--- config.mk ---
export PLATFORM = sky130hd
export DESIGN_NAME = rc_pulse_calibrate_scale_top
export DESIGN_NICKNAME = d
export VERILOG_FILES = /design/src/hdl/rcps_pkg.sv /design/src/hdl/rc_pulse_calibrate_scale_top.sv
export SDC_FILE = /design/constraint.sdc
export NUM_CORES = 1
export LEC_CHECK = 0
export BUFFER_PORTS_ARGS = -buffer_cell sky130_fd_sc_hd__buf_4
export CORE_MARGIN = 2
export CORE_UTILIZATION = 63
export DETAILED_ROUTE_END_ITERATION = 10
export GPL_TIMING_DRIVEN = 0
export PLACE_DENSITY = 0.81
export REMOVE_ABC_BUFFERS = 1
export SLEW_MARGIN = 10
export SYNTH_ARGS = -nofsm -noshare
export SYNTH_HDL_FRONTEND = slang
export SYNTH_SLANG_ARGS = --single-unit
--- constraint.sdc ---
create_clock -name clock -period 7.5 [get_ports clock]
set_clock_uncertainty 0.05 [all_clocks]
set_input_delay 1.125 -clock clock [delete_from_list [all_inputs] [get_ports clock]]
set_output_delay 1.125 -clock clock [all_outputs]
set_load 0.005 [all_outputs]
--- src/hdl/rcps_pkg.sv ---
package rcps_pkg;

   localparam int CHANNELS_DEFAULT = 3;

   localparam int PIN_W      = 3;
   localparam int TS_W       = 16;
   localparam int VAL_W      = 8;
   localparam int CHAN_OUT_W = 2;
   localparam int PERIOD_W   = 17;
   localparam int CSR_IDX_W  = 8;
   localparam int CSR_DATA_W = 17;
   localparam int NUM_W      = TS_W + 1;
   localparam int DIV_W      = 8;

   localparam logic [CSR_IDX_W-1:0] CSR_SAVED_MIN0 = 8'd0;
   localparam logic [CSR_IDX_W-1:0] CSR_SAVED_MAX0 = 8'd3;
   localparam logic [CSR_IDX_W-1:0] CSR_PERIOD     = 8'd6;
   localparam int                   CSR_SLOTS      = 3;

   localparam logic [TS_W-1:0]     SAVED_MIN_RESET = 16'd1000;
   localparam logic [TS_W-1:0]     SAVED_MAX_RESET = 16'd2000;
   localparam logic [PERIOD_W-1:0] PERIOD_RESET    = 17'd50000;
   localparam logic [PERIOD_W-1:0] COUNTER_SPAN    = 17'h10000;

   localparam logic [NUM_W-1:0]   STEP_ROUND  = 17'd15;
   localparam logic [NUM_W-1:0]   STEP_MASK   = ~17'd15;
   localparam logic [NUM_W-1:0]   SCALE_BIAS  = 17'd16;
   localparam logic [NUM_W:0]     RANGE_GUARD = 18'd32;
   localparam logic [NUM_W-1:0]   SCALED_MAX  = 17'd255;
   localparam logic [DIV_W-1:0]   DIV_ONE     = 8'd1;

endpackage

--- src/hdl/rc_pulse_calibrate_scale_top.sv ---
// RC pulse width measurement with range calibration and 0..255 scaling.
// req channel: one transaction per pin-change event (pin levels, timestamp,
// calibrate button). Rising edges latch the start time, falling edges each
// give one rsp transaction, in ascending channel order; last marks the final
// one of an event. Events without a falling edge give no rsp transaction.
// csr channel: always ready; index 0..2 saved min, 3..5 saved max,
// 6 counter period, other indexes ignored. Write only while idle.
// Each event is taken while idle; each falling edge then passes through
// select, measure, prepare and a 17-step restoring divide, a calibrate step
// while calibrate is held, and an emit step, with the divide done by the
// shared one-bit-per-cycle divider.
// req_ready is high only while the sequencer is idle, so a new event is
// taken only after the sequencer has left emit for the final falling edge
// of the previous one.
// The result sits in an output register; when the receiver stalls, the
// sequencer waits at emit, and after the final result it returns to idle
// and takes the next event while that result still waits.
// Reset (synchronous): levels, start times and calibration flags clear,
// saved ranges go to 1000/2000 and the counter period to 50000.
module rc_pulse_calibrate_scale_top #(
   parameter int CHANNELS = rcps_pkg::CHANNELS_DEFAULT
) (
   input  logic                             clock,
   input  logic                             reset,
   input  logic                             req_valid,
   output logic                             req_ready,
   input  logic [rcps_pkg::PIN_W-1:0]       req_pin_levels,
   input  logic [rcps_pkg::TS_W-1:0]        req_timestamp,
   input  logic                             req_calibrate,
   output logic                             rsp_valid,
   input  logic                             rsp_ready,
   output logic [rcps_pkg::CHAN_OUT_W-1:0]  rsp_channel,
   output logic [rcps_pkg::TS_W-1:0]        rsp_pulse_width,
   output logic [rcps_pkg::VAL_W-1:0]       rsp_scaled_value,
   output logic                             rsp_last,
   input  logic                             csr_valid,
   output logic                             csr_ready,
   input  logic [rcps_pkg::CSR_IDX_W-1:0]   csr_index,
   input  logic [rcps_pkg::CSR_DATA_W-1:0]  csr_data
);
   import rcps_pkg::*;

   localparam int CH_W    = (CHANNELS > 1) ? $clog2(CHANNELS) : 1;
   localparam int LANES_W = (CHANNELS > PIN_W) ? CHANNELS : PIN_W;
   localparam int CNT_W   = $clog2(NUM_W);

   typedef enum logic [2:0] {
      IDLE, PICK, MEAS, CALIB, PREP, DIV, EMIT
   } state_type;

   state_type                  state_ff;
   logic [PIN_W-1:0]           prev_ff;
   logic [CHANNELS-1:0]        pending_ff;
   logic [TS_W-1:0]            pulse_start_ff [CHANNELS];
   logic [CHANNELS-1:0]        is_cal_ff;
   logic [TS_W-1:0]            learned_min_ff [CHANNELS];
   logic [TS_W-1:0]            learned_max_ff [CHANNELS];
   logic [TS_W-1:0]            saved_min_ff   [CHANNELS];
   logic [TS_W-1:0]            saved_max_ff   [CHANNELS];
   logic [PERIOD_W-1:0]        period_ff;
   logic [CH_W-1:0]            ch_ff;
   logic [TS_W-1:0]            t_ff;
   logic                       cal_ff;
   logic                       last_ff;
   logic [TS_W-1:0]            w_ff;
   logic [NUM_W-1:0]           num_ff;
   logic [NUM_W-1:0]           quo_ff;
   logic [DIV_W-1:0]           rem_ff;
   logic [DIV_W-1:0]           div_ff;
   logic                       zero_ff;
   logic [CNT_W-1:0]           cnt_ff;
   logic                       rsp_valid_ff;
   logic [CHAN_OUT_W-1:0]      rsp_channel_ff;
   logic [TS_W-1:0]            rsp_width_ff;
   logic [VAL_W-1:0]           rsp_value_ff;
   logic                       rsp_last_ff;

   logic [PIN_W-1:0]           mask;
   logic [PIN_W-1:0]           curr;
   logic [LANES_W-1:0]         fall_wide;
   logic [LANES_W-1:0]         rise_wide;
   logic [CHANNELS-1:0]        falls;
   logic [CH_W-1:0]            pick_idx;
   logic [CHANNELS-1:0]        pending_rest;
   logic [TS_W-1:0]            start_sel;
   logic [TS_W-1:0]            corr;
   logic [TS_W-1:0]            w_in;
   logic [TS_W-1:0]            base_min;
   logic [TS_W-1:0]            base_max;
   logic [NUM_W-1:0]           dmin_r;
   logic [NUM_W-1:0]           dmax_r;
   logic [NUM_W:0]             nmax;
   logic [TS_W-1:0]            new_min_in;
   logic [TS_W-1:0]            new_max_in;
   logic [TS_W-1:0]            act_min;
   logic [TS_W-1:0]            act_max;
   logic [NUM_W:0]             span;
   logic [DIV_W-1:0]           div_in;
   logic [DIV_W:0]             rem_sh;
   logic [DIV_W:0]             rem_sub;
   logic                       rem_ge;
   logic [VAL_W-1:0]           value_in;

   assign req_ready = (state_ff == IDLE);
   assign csr_ready = 1'b1;
   assign rsp_valid        = rsp_valid_ff;
   assign rsp_channel      = rsp_channel_ff;
   assign rsp_pulse_width  = rsp_width_ff;
   assign rsp_scaled_value = rsp_value_ff;
   assign rsp_last         = rsp_last_ff;

   always_comb begin
      for (int i = 0; i < PIN_W; i++) begin
         mask[i] = (i < CHANNELS);
      end
      curr      = req_pin_levels & mask;
      fall_wide = LANES_W'((curr ^ prev_ff) & ~curr);
      rise_wide = LANES_W'((curr ^ prev_ff) & curr);
      falls     = fall_wide[CHANNELS-1:0];
   end

   always_comb begin
      pick_idx = '0;
      for (int i = CHANNELS - 1; i >= 0; i--) begin
         if (pending_ff[i]) begin
            pick_idx = CH_W'(i);
         end
      end
      pending_rest = pending_ff & (pending_ff - CHANNELS'(1));
   end

   always_comb begin
      start_sel = pulse_start_ff[ch_ff];
      corr      = TS_W'(COUNTER_SPAN - period_ff);
      w_in      = t_ff - start_sel;
      if (t_ff < start_sel) begin
         w_in = w_in - corr;
      end
   end

   always_comb begin
      base_min = is_cal_ff[ch_ff] ? learned_min_ff[ch_ff] : w_ff;
      base_max = is_cal_ff[ch_ff] ? learned_max_ff[ch_ff] : w_ff;
      dmin_r   = (({1'b0, base_min} - {1'b0, w_ff}) + STEP_ROUND) & STEP_MASK;
      dmax_r   = (({1'b0, w_ff} - {1'b0, base_max}) + STEP_ROUND) & STEP_MASK;
      nmax     = {2'b00, base_max} + {1'b0, dmax_r};
      new_min_in = base_min;
      if (w_ff < base_min) begin
         if (dmin_r > {1'b0, base_min}) begin
            new_min_in = '0;
         end else begin
            new_min_in = base_min - dmin_r[TS_W-1:0];
         end
      end
      new_max_in = base_max;
      if (w_ff > base_max) begin
         new_max_in = nmax[NUM_W:TS_W] != '0 ? '1 : nmax[TS_W-1:0];
      end
   end

   always_comb begin
      act_min = is_cal_ff[ch_ff] ? learned_min_ff[ch_ff] : saved_min_ff[ch_ff];
      act_max = is_cal_ff[ch_ff] ? learned_max_ff[ch_ff] : saved_max_ff[ch_ff];
      span    = {2'b00, act_max} - {2'b00, act_min} - RANGE_GUARD;
      if (span[NUM_W] || span[TS_W-1:DIV_W] == '0) begin
         div_in = DIV_ONE;
      end else begin
         div_in = span[TS_W-1:DIV_W];
      end
   end

   always_comb begin
      rem_sh  = {rem_ff, num_ff[NUM_W-1]};
      rem_ge  = rem_sh >= {1'b0, div_ff};
      rem_sub = rem_sh - {1'b0, div_ff};
      if (zero_ff) begin
         value_in = '0;
      end else if (quo_ff > SCALED_MAX) begin
         value_in = VAL_W'(SCALED_MAX);
      end else begin
         value_in = quo_ff[VAL_W-1:0];
      end
   end

   always_ff @(posedge clock) begin
      if (reset) begin
         state_ff     <= IDLE;
         prev_ff      <= '0;
         pending_ff   <= '0;
         is_cal_ff    <= '0;
         period_ff    <= PERIOD_RESET;
         rsp_valid_ff <= 1'b0;
         for (int c = 0; c < CHANNELS; c++) begin
            pulse_start_ff[c] <= '0;
            saved_min_ff[c]   <= SAVED_MIN_RESET;
            saved_max_ff[c]   <= SAVED_MAX_RESET;
         end
      end else begin
         if (csr_valid) begin
            for (int c = 0; c < CHANNELS; c++) begin
               if (c < CSR_SLOTS && csr_index == CSR_SAVED_MIN0 + CSR_IDX_W'(c)) begin
                  saved_min_ff[c] <= csr_data[TS_W-1:0];
               end
               if (c < CSR_SLOTS && csr_index == CSR_SAVED_MAX0 + CSR_IDX_W'(c)) begin
                  saved_max_ff[c] <= csr_data[TS_W-1:0];
               end
            end
            if (csr_index == CSR_PERIOD) begin
               period_ff <= csr_data;
            end
         end

         if (rsp_valid_ff && rsp_ready && state_ff != EMIT) begin
            rsp_valid_ff <= 1'b0;
         end

         unique case (state_ff)
            IDLE: begin
               if (req_valid) begin
                  prev_ff    <= curr;
                  pending_ff <= falls;
                  t_ff       <= req_timestamp;
                  cal_ff     <= req_calibrate;
                  for (int c = 0; c < CHANNELS; c++) begin
                     if (rise_wide[c]) begin
                        pulse_start_ff[c] <= req_timestamp;
                     end
                  end
                  state_ff <= (falls != '0) ? PICK : IDLE;
               end
            end
            PICK: begin
               ch_ff      <= pick_idx;
               pending_ff <= pending_rest;
               last_ff    <= (pending_rest == '0);
               state_ff   <= MEAS;
            end
            MEAS: begin
               w_ff     <= w_in;
               state_ff <= cal_ff ? CALIB : PREP;
            end
            CALIB: begin
               learned_min_ff[ch_ff] <= new_min_in;
               learned_max_ff[ch_ff] <= new_max_in;
               is_cal_ff[ch_ff]      <= 1'b1;
               state_ff              <= PREP;
            end
            PREP: begin
               div_ff   <= div_in;
               zero_ff  <= (w_ff < act_min);
               num_ff   <= {1'b0, w_ff} - {1'b0, act_min} + SCALE_BIAS;
               rem_ff   <= '0;
               quo_ff   <= '0;
               cnt_ff   <= '0;
               state_ff <= DIV;
            end
            DIV: begin
               rem_ff <= rem_ge ? rem_sub[DIV_W-1:0] : rem_sh[DIV_W-1:0];
               quo_ff <= {quo_ff[NUM_W-2:0], rem_ge};
               num_ff <= num_ff << 1;
               cnt_ff <= cnt_ff + CNT_W'(1);
               if (cnt_ff == CNT_W'(NUM_W - 1)) begin
                  state_ff <= EMIT;
               end
            end
            EMIT: begin
               if (!rsp_valid_ff || rsp_ready) begin
                  rsp_valid_ff   <= 1'b1;
                  rsp_channel_ff <= CHAN_OUT_W'(ch_ff);
                  rsp_width_ff   <= w_ff;
                  rsp_value_ff   <= value_in;
                  rsp_last_ff    <= last_ff;
                  state_ff       <= (pending_ff == '0) ? IDLE : PICK;
               end
            end
            default: state_ff <= IDLE;
         endcase
      end
   end

   a_no_fall_back_to_idle: assert property (@(posedge clock) disable iff (reset)
      (req_valid && req_ready && falls == '0) |=> req_ready)
      else $error("event without falling edge left the sequencer busy");

   a_rem_below_div: assert property (@(posedge clock) disable iff (reset)
      (state_ff == DIV) |-> (rem_ff < div_ff))
      else $error("divider remainder not below divisor");

   a_div_nonzero: assert property (@(posedge clock) disable iff (reset)
      (state_ff == DIV) |-> (div_ff != '0))
      else $error("zero divisor in divide loop");

   a_emit_waits: assert property (@(posedge clock) disable iff (reset)
      (state_ff == EMIT && rsp_valid_ff && !rsp_ready) |=> (state_ff == EMIT))
      else $error("result dropped while output register busy");

   a_last_ends_event: assert property (@(posedge clock) disable iff (reset)
      (state_ff == EMIT && rsp_valid_ff == 1'b0 && last_ff) |-> (pending_ff == '0))
      else $error("last flag set with falling edges still pending");

endmodule
After elaboration in Yosys (flattened, before gate mapping)
Memory sizes are Yosys's and may differ from the RTL's.
Index checks and enable logic that the tools add are counted.

cells by class
  add/sub/neg operators = 16
  magnitude comparators = 9
  eq/ne operators = 17
  muxes and demuxes = 86
  bitwise gates (word level) = 16
  reductions and logical operators = 26

operators by type and width
  cell                     number
  $mux W16                 18
  $pmux W17 S2             2
  $sub A16 B16 Y17         4
  $mux W1                  52
  $lt A16 B16 Y1           3
  $sub A16 B16 Y16         3
  $add A17 B4 Y17 const B  2
  $eq A8 B3 Y1 const B     3
  $pmux W3 S7              1
  $add A16 B17 Y18         1
  $sub A17 B7 Y18 const B  1
  $add A17 B5 Y17 const B  1
  $gt A17 B16 Y1           1
  $gt A17 B8 Y1 const B    1
  $eq A8 B2 Y1 const B     2
  $gt A16 B16 Y1           1
  $logic_not A8 Y1         2
  $mux W8                  2
  $pmux W8 S2              1
  $sub A1 B16 Y16 const A  1
  $mux W3                  5
  $reduce_and A2 Y1        7
  $pmux W5 S2              1
  $and A3 B3 Y3            3
  30 further kinds         52

word-level totals
  register bits after elaboration = 148
  RAM bits = 240
  input port bits = 50
  output and inout port bits = 30
  logic and storage cells = 197
  memories = 5

memory list
  memory          words  width  rd ports  clocked after Yosys merged registers in  wr ports  line                                text
  learned_max_ff  3      16     1         0                                        1         rc_pulse_calibrate_scale_top.sv:57  logic [TS_W-1:0] learned_max_ff [CHANNELS];
  learned_min_ff  3      16     1         0                                        1         rc_pulse_calibrate_scale_top.sv:56  logic [TS_W-1:0] learned_min_ff [CHANNELS];
  pulse_start_ff  3      16     1         0                                        3         rc_pulse_calibrate_scale_top.sv:54  logic [TS_W-1:0] pulse_start_ff [CHANNELS];
  saved_max_ff    3      16     1         0                                        3         rc_pulse_calibrate_scale_top.sv:59  logic [TS_W-1:0] saved_max_ff [CHANNELS];
  saved_min_ff    3      16     1         0                                        3         rc_pulse_calibrate_scale_top.sv:58  logic [TS_W-1:0] saved_min_ff [CHANNELS];

Logic depth before layout (Yosys ltp)
Gate-level depths: netlist (run 1).

  depth in word-level cells = 9
  depth in mapped cells = 29
  mapped depth without buffers = 25

Least setup slack after synthesis (run 1)
OpenSTA, ideal clock, no wires.

  kind = register -> register
  start point = register ch_ff[0]
  end point = memory learned_max_ff[0][10] (data pin)
  setup time = 0.281 ns
  arrival = 5.679 ns
  data required time = 7.169 ns
  setup slack = 1.490 ns
  stages on the path, launching flop included = 29
  path buffers = 4
  period minus slack after synthesis = 6.010 ns
  cells stage by stage = edfxtp_1 > buf_6 > buf_1 > clkbuf_1 > mux2i_1 > nor2_1 > a21oi_1 > nor2_1 > a21oi_1 > ha_1 > inv_1 > fa_1 > o21bai_1 > a41oi_1 > o21ai_0 > nor2_1 > nor2b_1 > o21a_1 > nor2_1 > ha_1 > a21o_1 > a21oi_1 > o21a_1 > o21bai_1 > a211oi_1 > mux2i_1 > nor3b_1 > clkbuf_1 > a21oi_1

between the ends
  longest elaborated chain between the ends = 9
  elaborated cells between the ends (all ways) = 11
  those cells by class = 3 x add/sub; 1 x order compare; 5 x mux; 1 x reduce/logical; 1 x memory

ends and longest elaborated chain
  item                           line                                 text
  start, declared                rc_pulse_calibrate_scale_top.sv:61   logic [CH_W-1:0] ch_ff;
  start signal, assigned         rc_pulse_calibrate_scale_top.sv:233  ch_ff <= pick_idx;
  $bmux W1 S2                    rc_pulse_calibrate_scale_top.sv:143  base_max = is_cal_ff[ch_ff] ? learned_max_ff[ch_ff] : w_ff;
  $mux W1 (implied by the code)  rc_pulse_calibrate_scale_top.sv:143
  $mux W16 (*)                   rc_pulse_calibrate_scale_top.sv:143
  $sub A16 B16 Y17               rc_pulse_calibrate_scale_top.sv:145  dmax_r = (({1'b0, w_ff} - {1'b0, base_max}) + STEP_ROUND) & STEP_MASK;
  $add A17 B4 Y17                rc_pulse_calibrate_scale_top.sv:145
  $add A16 B17 Y18               rc_pulse_calibrate_scale_top.sv:146  nmax = {2'b00, base_max} + {1'b0, dmax_r};
  $reduce_bool A2 Y1             rc_pulse_calibrate_scale_top.sv:157  new_max_in = nmax[NUM_W:TS_W] != '0 ? '1 : nmax[TS_W-1:0];
  $mux W16                       rc_pulse_calibrate_scale_top.sv:157
  $mux W16 (*)                   rc_pulse_calibrate_scale_top.sv:156  if (w_ff > base_max) begin
  named net new_max_in[10]       rc_pulse_calibrate_scale_top.sv:94   logic [TS_W-1:0] new_max_in;
  end, declared                  rc_pulse_calibrate_scale_top.sv:57

Mark *: on every way through the listed nets, which the timed path passes. The rest lies on a longest branch. The select of a mux whose other input is x is not followed.

Final worst setup path (run 1)
  start point = register ch_ff[1]
  end point = memory learned_max_ff[2][1] (data pin)

Same word-level chain as after synthesis.

==> reports/metrics.yaml, run 1 <==
setup_path:
  critPathRequiredTime_ps: 7720
  crit_slowest_cell: "edfxtp_1"
  critPathMostFrequentCell: "nor2_1"
  crit_path_start_kind: "flip-flop"
  cpPeakStageDelay_ps: 540
  path_class: "flip-flop to flip-flop"
  r2r_slack_ps: 410
  crit_path_end_kind: "flip-flop"
  worst_ep_arrival_time_ps: 7310
  crit_fanout: 31
cts:
  clock_latency_ps: 570
  cts_tree: "yes"
  cts_root_buf: "clkbuf_16"
  postCtsHoldBufs: 0
  clock-sinks: 388
  clk_path_buf_depth: 3
  htreeDepth: 2
  cts_buffers: 41
  clkTransAtPathRegs_ps: 60
logic_synthesis:
  synth_edf_count: 359
  ys_ff_latch: 388
  synth_area_leaders: "edfxtp_1, ha_1, a21oi_1"
  synth_top_area_cell: "edfxtp_1"
  yosys_warnings: 0
  ys_types: 79
  synth.cell_area_um2: 22860
  netlist_instances: 2119
  synth_top_area_share_pct: 47.16
  seq_area_frac_synth_pct: 49.70
  synth_ff_type: "edfxtp_1"
  synth_area_per_cell_um2: 10.79
  async_flop_share_pct: 0
timing:
  fin_ws_ps: 409.6
  slew_violations: 0
  finalSetupViolations: 0
  slew_headroom_pct: 27.02
  post-route-min-period_ps: 7090
  fin_crit_sh_pct: 94.54
  hold_viol_final: 0
  tightest_slew_ps: 1095
  max_clock_freq_mhz: 141.0
route:
  vias_per_cell: 6.152
  ant_nets: 0
  remaining_drc_errors: 0
  drt_first_pass_iters: 5
  vias: 16650
  initialDrtViolationCount: 1359
  wire_per_inst_um: 20.46
  routed_wl_mm: 55.38
finish:
  drive_gt1_share_pct: 10.51
  synthToLayoutAreaGrowth_pct: 13.11
  final_common_cell: "edfxtp_1"
  layout_common_cells: "edfxtp_1, a21oi_1, ha_1, nor2_1, nand2_1"
  final_nets: 2481
  utilization_pct: 72.52
  antenna_cells: 0
die:
  io_pins: 80
  rows: 69
  fp.dieH_um: 194.5
  coreArea_um2: 35660
  dieArea_um2: 37820
  die_x_um: 194.5
  start_util_pct: 64.11
job:
  drv_cap: 0
pwr:
  p_leak_nw: 10.66
  irDropWorstVdd_uv: 243.1
  power_density_nw_per_um2: 197.7
  power_w: 0.005112
global_routing:
  grt_pass1_vias: 16400
  antenna_found_initial: 0
  grt_max_degree: 41
  grtUsageTotal_pct: 29.40
  grt_overflow: 0
  grt_pass1_wl_mm: 86.89
placed_design:
  pre_cts_slack_ps: 111.8
  dp_hpwl_mm: 40.58
  gp_congestion: 0.8934
  portBuffers: 77
run_status:
  status: "finished, final reports clean"
min_path:
  min_path_type: "flip-flop to flip-flop"
[kinds of logic after synthesis]
family	Yosys count	synth area share, %
simple gates	592	12.40
compound gates	509	13.74
flops	388	49.70
buf+inv	223	3.760
fa+ha+maj	217	12.50
mux	95	4.247
xor+xnor	94	3.634
other cells	1	0.01640
[synth_stat cells (4+ instances only)]
cell       number
edfxtp_1      359
a21oi_1       206
ha_1          198
nor2_1        175
nand2_1       159
inv_1         146
o21ai_0        96
mux2i_1        84
a21o_1         70
clkbuf_1       58
and2_1         49
xnor2_1        47
xor2_1         46
nand2b_1       34
nand3_1        33
nor3_1         33
dfxtp_1        29
nor2b_1        29
fa_1           19
a31oi_1        17
nor4_1         16
o21bai_1       15
or3_1          15
o21a_1         13
and3_1         12
buf_1          11
o22ai_1        11
nand4_1        10
o31ai_1        10
a211oi_1        9
mux2_2          9
o211ai_1        9
a2111oi_0       5
a31o_2          5
nand3b_1        5
or2_2           5
a41oi_1         4
[worst paths after layout]
kind | start | end | cells past startpoint
min | last_ff | rsp_last | 0
max | ch_ff[1] | learned_max_ff[2][1] | 26
max reg2reg | ch_ff[1] | learned_max_ff[2][1] | 26
min reg2reg | last_ff | rsp_last | 0
[power breakdown]
part           internal, W  total [W]  switching, W
combinational     0.000283   0.000685      0.000402
sequential         0.00243    0.00246     0.0000230
clock              0.00113    0.00197      0.000835
[critical path, delay by kind of cell, from the launching register on]
family	cells	cell delay (ps)
muxes	2	460
xor gates and xnor gates	1	130
buffers and inverters	5	950
AOI/OAI and AO/OA	10	3040
and+or+nand+nor	6	790
adders and majority gates	2	780
DFF	1	540
[metrics by stage]
stage	hold WS (ps)	setup TNS, ps	instances	instance area, um2
floorplan	350.3	-100310	2044	22560
global placement	351.7	-543740	2582	23710
detailed placement	386.5	0	2620	24440
CTS	400.1	0	2694	25720
global route	398.1	-115.8	2706	25860
finish	398.0	0	2706	25860
[sequential cells by signal (all words and copies together), names as in the netlist, 3 cells and up]
| signal | cells |
|---|---|
| saved_min_ff | 48 |
| pulse_start_ff | 48 |
| num_ff | 17 |
| prev_ff | 3 |
| state_ff | 3 |
| saved_max_ff | 48 |
| div_ff | 8 |
| rsp_pulse_width | 16 |
| t_ff | 16 |
| learned_max_ff | 48 |
| rem_ff | 8 |
| w_ff | 16 |
| learned_min_ff | 48 |
| quo_ff | 17 |
| pending_ff | 3 |
| cnt_ff | 5 |
| period_ff | 16 |
| is_cal_ff | 3 |
| rsp_scaled_value | 8 |
[layout make-up]
type	instances	area (um2)
Timing Repair Buffer	127	1308
Inverter	148	555.5
Clock buffer	54	1096
Sequential cell	388	11360
Clock inverter	20	187.7
Fill cell	2415	9798
Multi-Input combinational cell	1508	10770
Tap cell	461	576.8
[repair_timing]
item	CTS	global route
resized for setup	0	2
setup endpoints to repair	0	51
setup buffers	0	12
[layer usage]
layer	up-vias	global-route usage, %	share of wire, %
met3	137	3.679	5.7
li1	7887	-	-
met1	8025	36.43	40
met2	597	50.88	49
met5	-	0	0
met4	0	15.01	4.6
(Power assumes the default switching activity.)
==> run 2, diff against run 1 <==
--- a/config.mk
+++ b/config.mk
@@ -7,10 +7,10 @@
 export LEC_CHECK = 0
 export BUFFER_PORTS_ARGS = -buffer_cell sky130_fd_sc_hd__buf_4
 export CORE_MARGIN = 2
-export CORE_UTILIZATION = 63
+export CORE_UTILIZATION = 55
 export DETAILED_ROUTE_END_ITERATION = 10
 export GPL_TIMING_DRIVEN = 0
-export PLACE_DENSITY = 0.81
+export PLACE_DENSITY = 0.72
 export REMOVE_ABC_BUFFERS = 1
 export SLEW_MARGIN = 10
 export SYNTH_ARGS = -nofsm -noshare
==> run 2 against run 1 <==
Effect of this change:
- fmax up 1.3%
- sequential share of layout area fell by 0.49 points
- flip-flop and latch count unchanged
- first-iteration DRC count fell by 22%
- utilization down 8.6 points
- combinational power hardly changed
- die area rose by 14%
- register-to-register slack better by 90 ps
- sequential power hardly changed
- global-route usage down 3.8 points
- largest power group unchanged
==> reports/metrics.yaml, run 2 (same netlist as run 1, synthesis figures left out) <==
die:
  coreArea_um2: 40920  # +15%
  start_util_pct: 55.86  # -8.3 points
  rows: 74  # +7.2%
  dieArea_um2: 43210  # +14%
  die_x_um: 207.9  # +6.9%
  fp.dieH_um: 207.9  # +6.9%
  io_pins: 80  # unchanged
setup_path:
  crit_fanout: 28  # -9.7%
  path_class: "flip-flop to flip-flop"
  worst_ep_arrival_time_ps: 7250  # -60 ps
  crit_path_start_kind: "flip-flop"
  crit_path_end_kind: "flip-flop"
  critPathRequiredTime_ps: 7740  # +20 ps
cts:
  cts_root_buf: "clkbuf_16"
  clock_latency_ps: 580  # about the same
  clk_path_buf_depth: 3  # unchanged
  clkTransAtPathRegs_ps: 70  # about the same
  cts_buffers: 41  # unchanged
  cts_tree: "yes"
  postCtsHoldBufs: 0  # unchanged
  clock-sinks: 388  # unchanged
  htreeDepth: 2  # unchanged
timing:
  slew_violations: 0  # unchanged
  max_clock_freq_mhz: 142.8  # +1.3%
  fin_crit_sh_pct: 93.34  # -1.2 points
  hold_viol_final: 0  # unchanged
  post-route-min-period_ps: 7001  # -89.91 ps
  slew_headroom_pct: 26.41  # -0.61 points
  rsz0062_at_grt: "no"
  finalSetupViolations: 0  # unchanged
  tightest_slew_ps: 1094  # -0.9882 ps
route:
  ant_nets: 0  # unchanged
  vias_per_cell: 5.847  # -4.9%
  drt_first_pass_iters: 5  # unchanged
  vias: 16200  # -2.7%
  initialDrtViolationCount: 1066  # -22%
  remaining_drc_errors: 0  # unchanged
  routed_wl_mm: 55.47  # +0.16%
  wire_per_inst_um: 20.02  # -2.2%
finish:
  layout_common_cells: "edfxtp_1, a21oi_1, ha_1, nor2_1, nand2_1"
  final_nets: 2473  # -0.32%
  seqCellArea_um2: 11360  # unchanged
  synthToLayoutAreaGrowth_pct: 14.40
  multiInputGateArea_um2: 10790  # +0.12%
  utilization_pct: 63.90  # -8.6 points
  antenna_cells: 0  # unchanged
  final_common_cell: "edfxtp_1"
  nFillCells: 3190  # +32%
  drive_gt1_share_pct: 10.72  # +0.21 points
placed_design:
  gp_congestion: 0.8918  # -0.18%
  portBuffers: 77  # unchanged
  dp_hpwl_mm: 40.69  # +0.26%
pwr:
  p_leak_nw: 10.75  # +0.85%
  power_w: 0.005330  # +4.3%
  power_density_nw_per_um2: 203.8  # +3.1%
  irDropWorstVdd_uv: 213.9  # -12%
run_status:
  status: "finished, final reports clean"
job:
  drv_cap: 0  # unchanged
global_routing:
  grt_max_degree: 41  # unchanged
  grt_pass1_wl_mm: 86.87  # about the same
  antenna_found_initial: 0  # unchanged
  grt_overflow: 0  # unchanged
  grtUsageTotal_pct: 25.62  # -3.8 points
  grt_pass1_vias: 15850  # -3.3%
min_path:
  min_path_type: "flip-flop to flip-flop"
## run 2: worst paths after layout
path / from / end / slack, ps / cells after the start
setup reg to reg: ch_ff[1] / learned_max_ff[2][1] / 500 / 26
hold / removal: last_ff / rsp_last / 390 / 0
hold reg to reg: last_ff / rsp_last / 390 / 0
setup / recovery: ch_ff[1] / learned_max_ff[2][1] / 500 / 26
## run 2: metrics by stage
stage               TNS (ps)  cells  setup slack [ps]  area (um2)  hold slack, ps
floorplan            -100310   2044             -1245       22560           350.3
finish                     0   2771             499.5       26150           392.4
detailed placement     -4410   2691            -163.1       24610           376.8
global placement     -588800   2653             -5169       23800           372.5
global route               0   2771             44.95       26150           409.0
CTS                        0   2768             57.23       26110           392.2
## run 2: cell type report
class | instances | area share (%)
Clock buffer | 59 | 4.655
Clock inverter | 17 | 1.014
Inverter | 148 | 2.124
Multi-Input combinational cell | 1509 | 41.24
Sequential cell | 388 | 43.44
Tap cell | 532 | 2.545
Timing Repair Buffer | 118 | 4.976
## run 2: metal layers
layer | track usage, % | wire [um]
met1 | 33.30 | 23860
met2 | 43.79 | 27030
met3 | 3.767 | 2578
met4 | 9.098 | 2001
met5 | 0 | 0
## run 2: power by group
| group | total, W | internal, W | switching, W |
|---|---|---|---|
| combinational | 0.000682 | 0.000282 | 0.000400 |
| sequential | 0.00246 | 0.00243 | 0.0000221 |
| clock | 0.00219 | 0.00132 | 0.000874 |
## run 2: critical path, cell delays in order (launching register included)
cell and delay [ps]:
edfxtp_1 450, buf_16 190, buf_8 200, mux2i_2 380
a2bb2oi_4 430, buf_16 220, buf_12 200, nor2_1 120
a21oi_1 250, inv_1 100, fa_1 460, o21bai_1 290
a41oi_1 220, o21ai_0 500, nor2_1 150, nor2b_1 190
o21a_1 160, nor2_1 60, xnor2_1 120, ha_1 330
nand3_1 100, o21ai_0 280, a41oi_1 200, a211oi_1 280
mux2i_1 190, o21ai_2 370, nand2_1 180
## run 2: what timing repair did
item,in CTS,in global routing
setup buffers,0,3
setup endpoints to repair,48,54
gates cloned,1,0
resized for setup,2,1
pin swaps,1,1
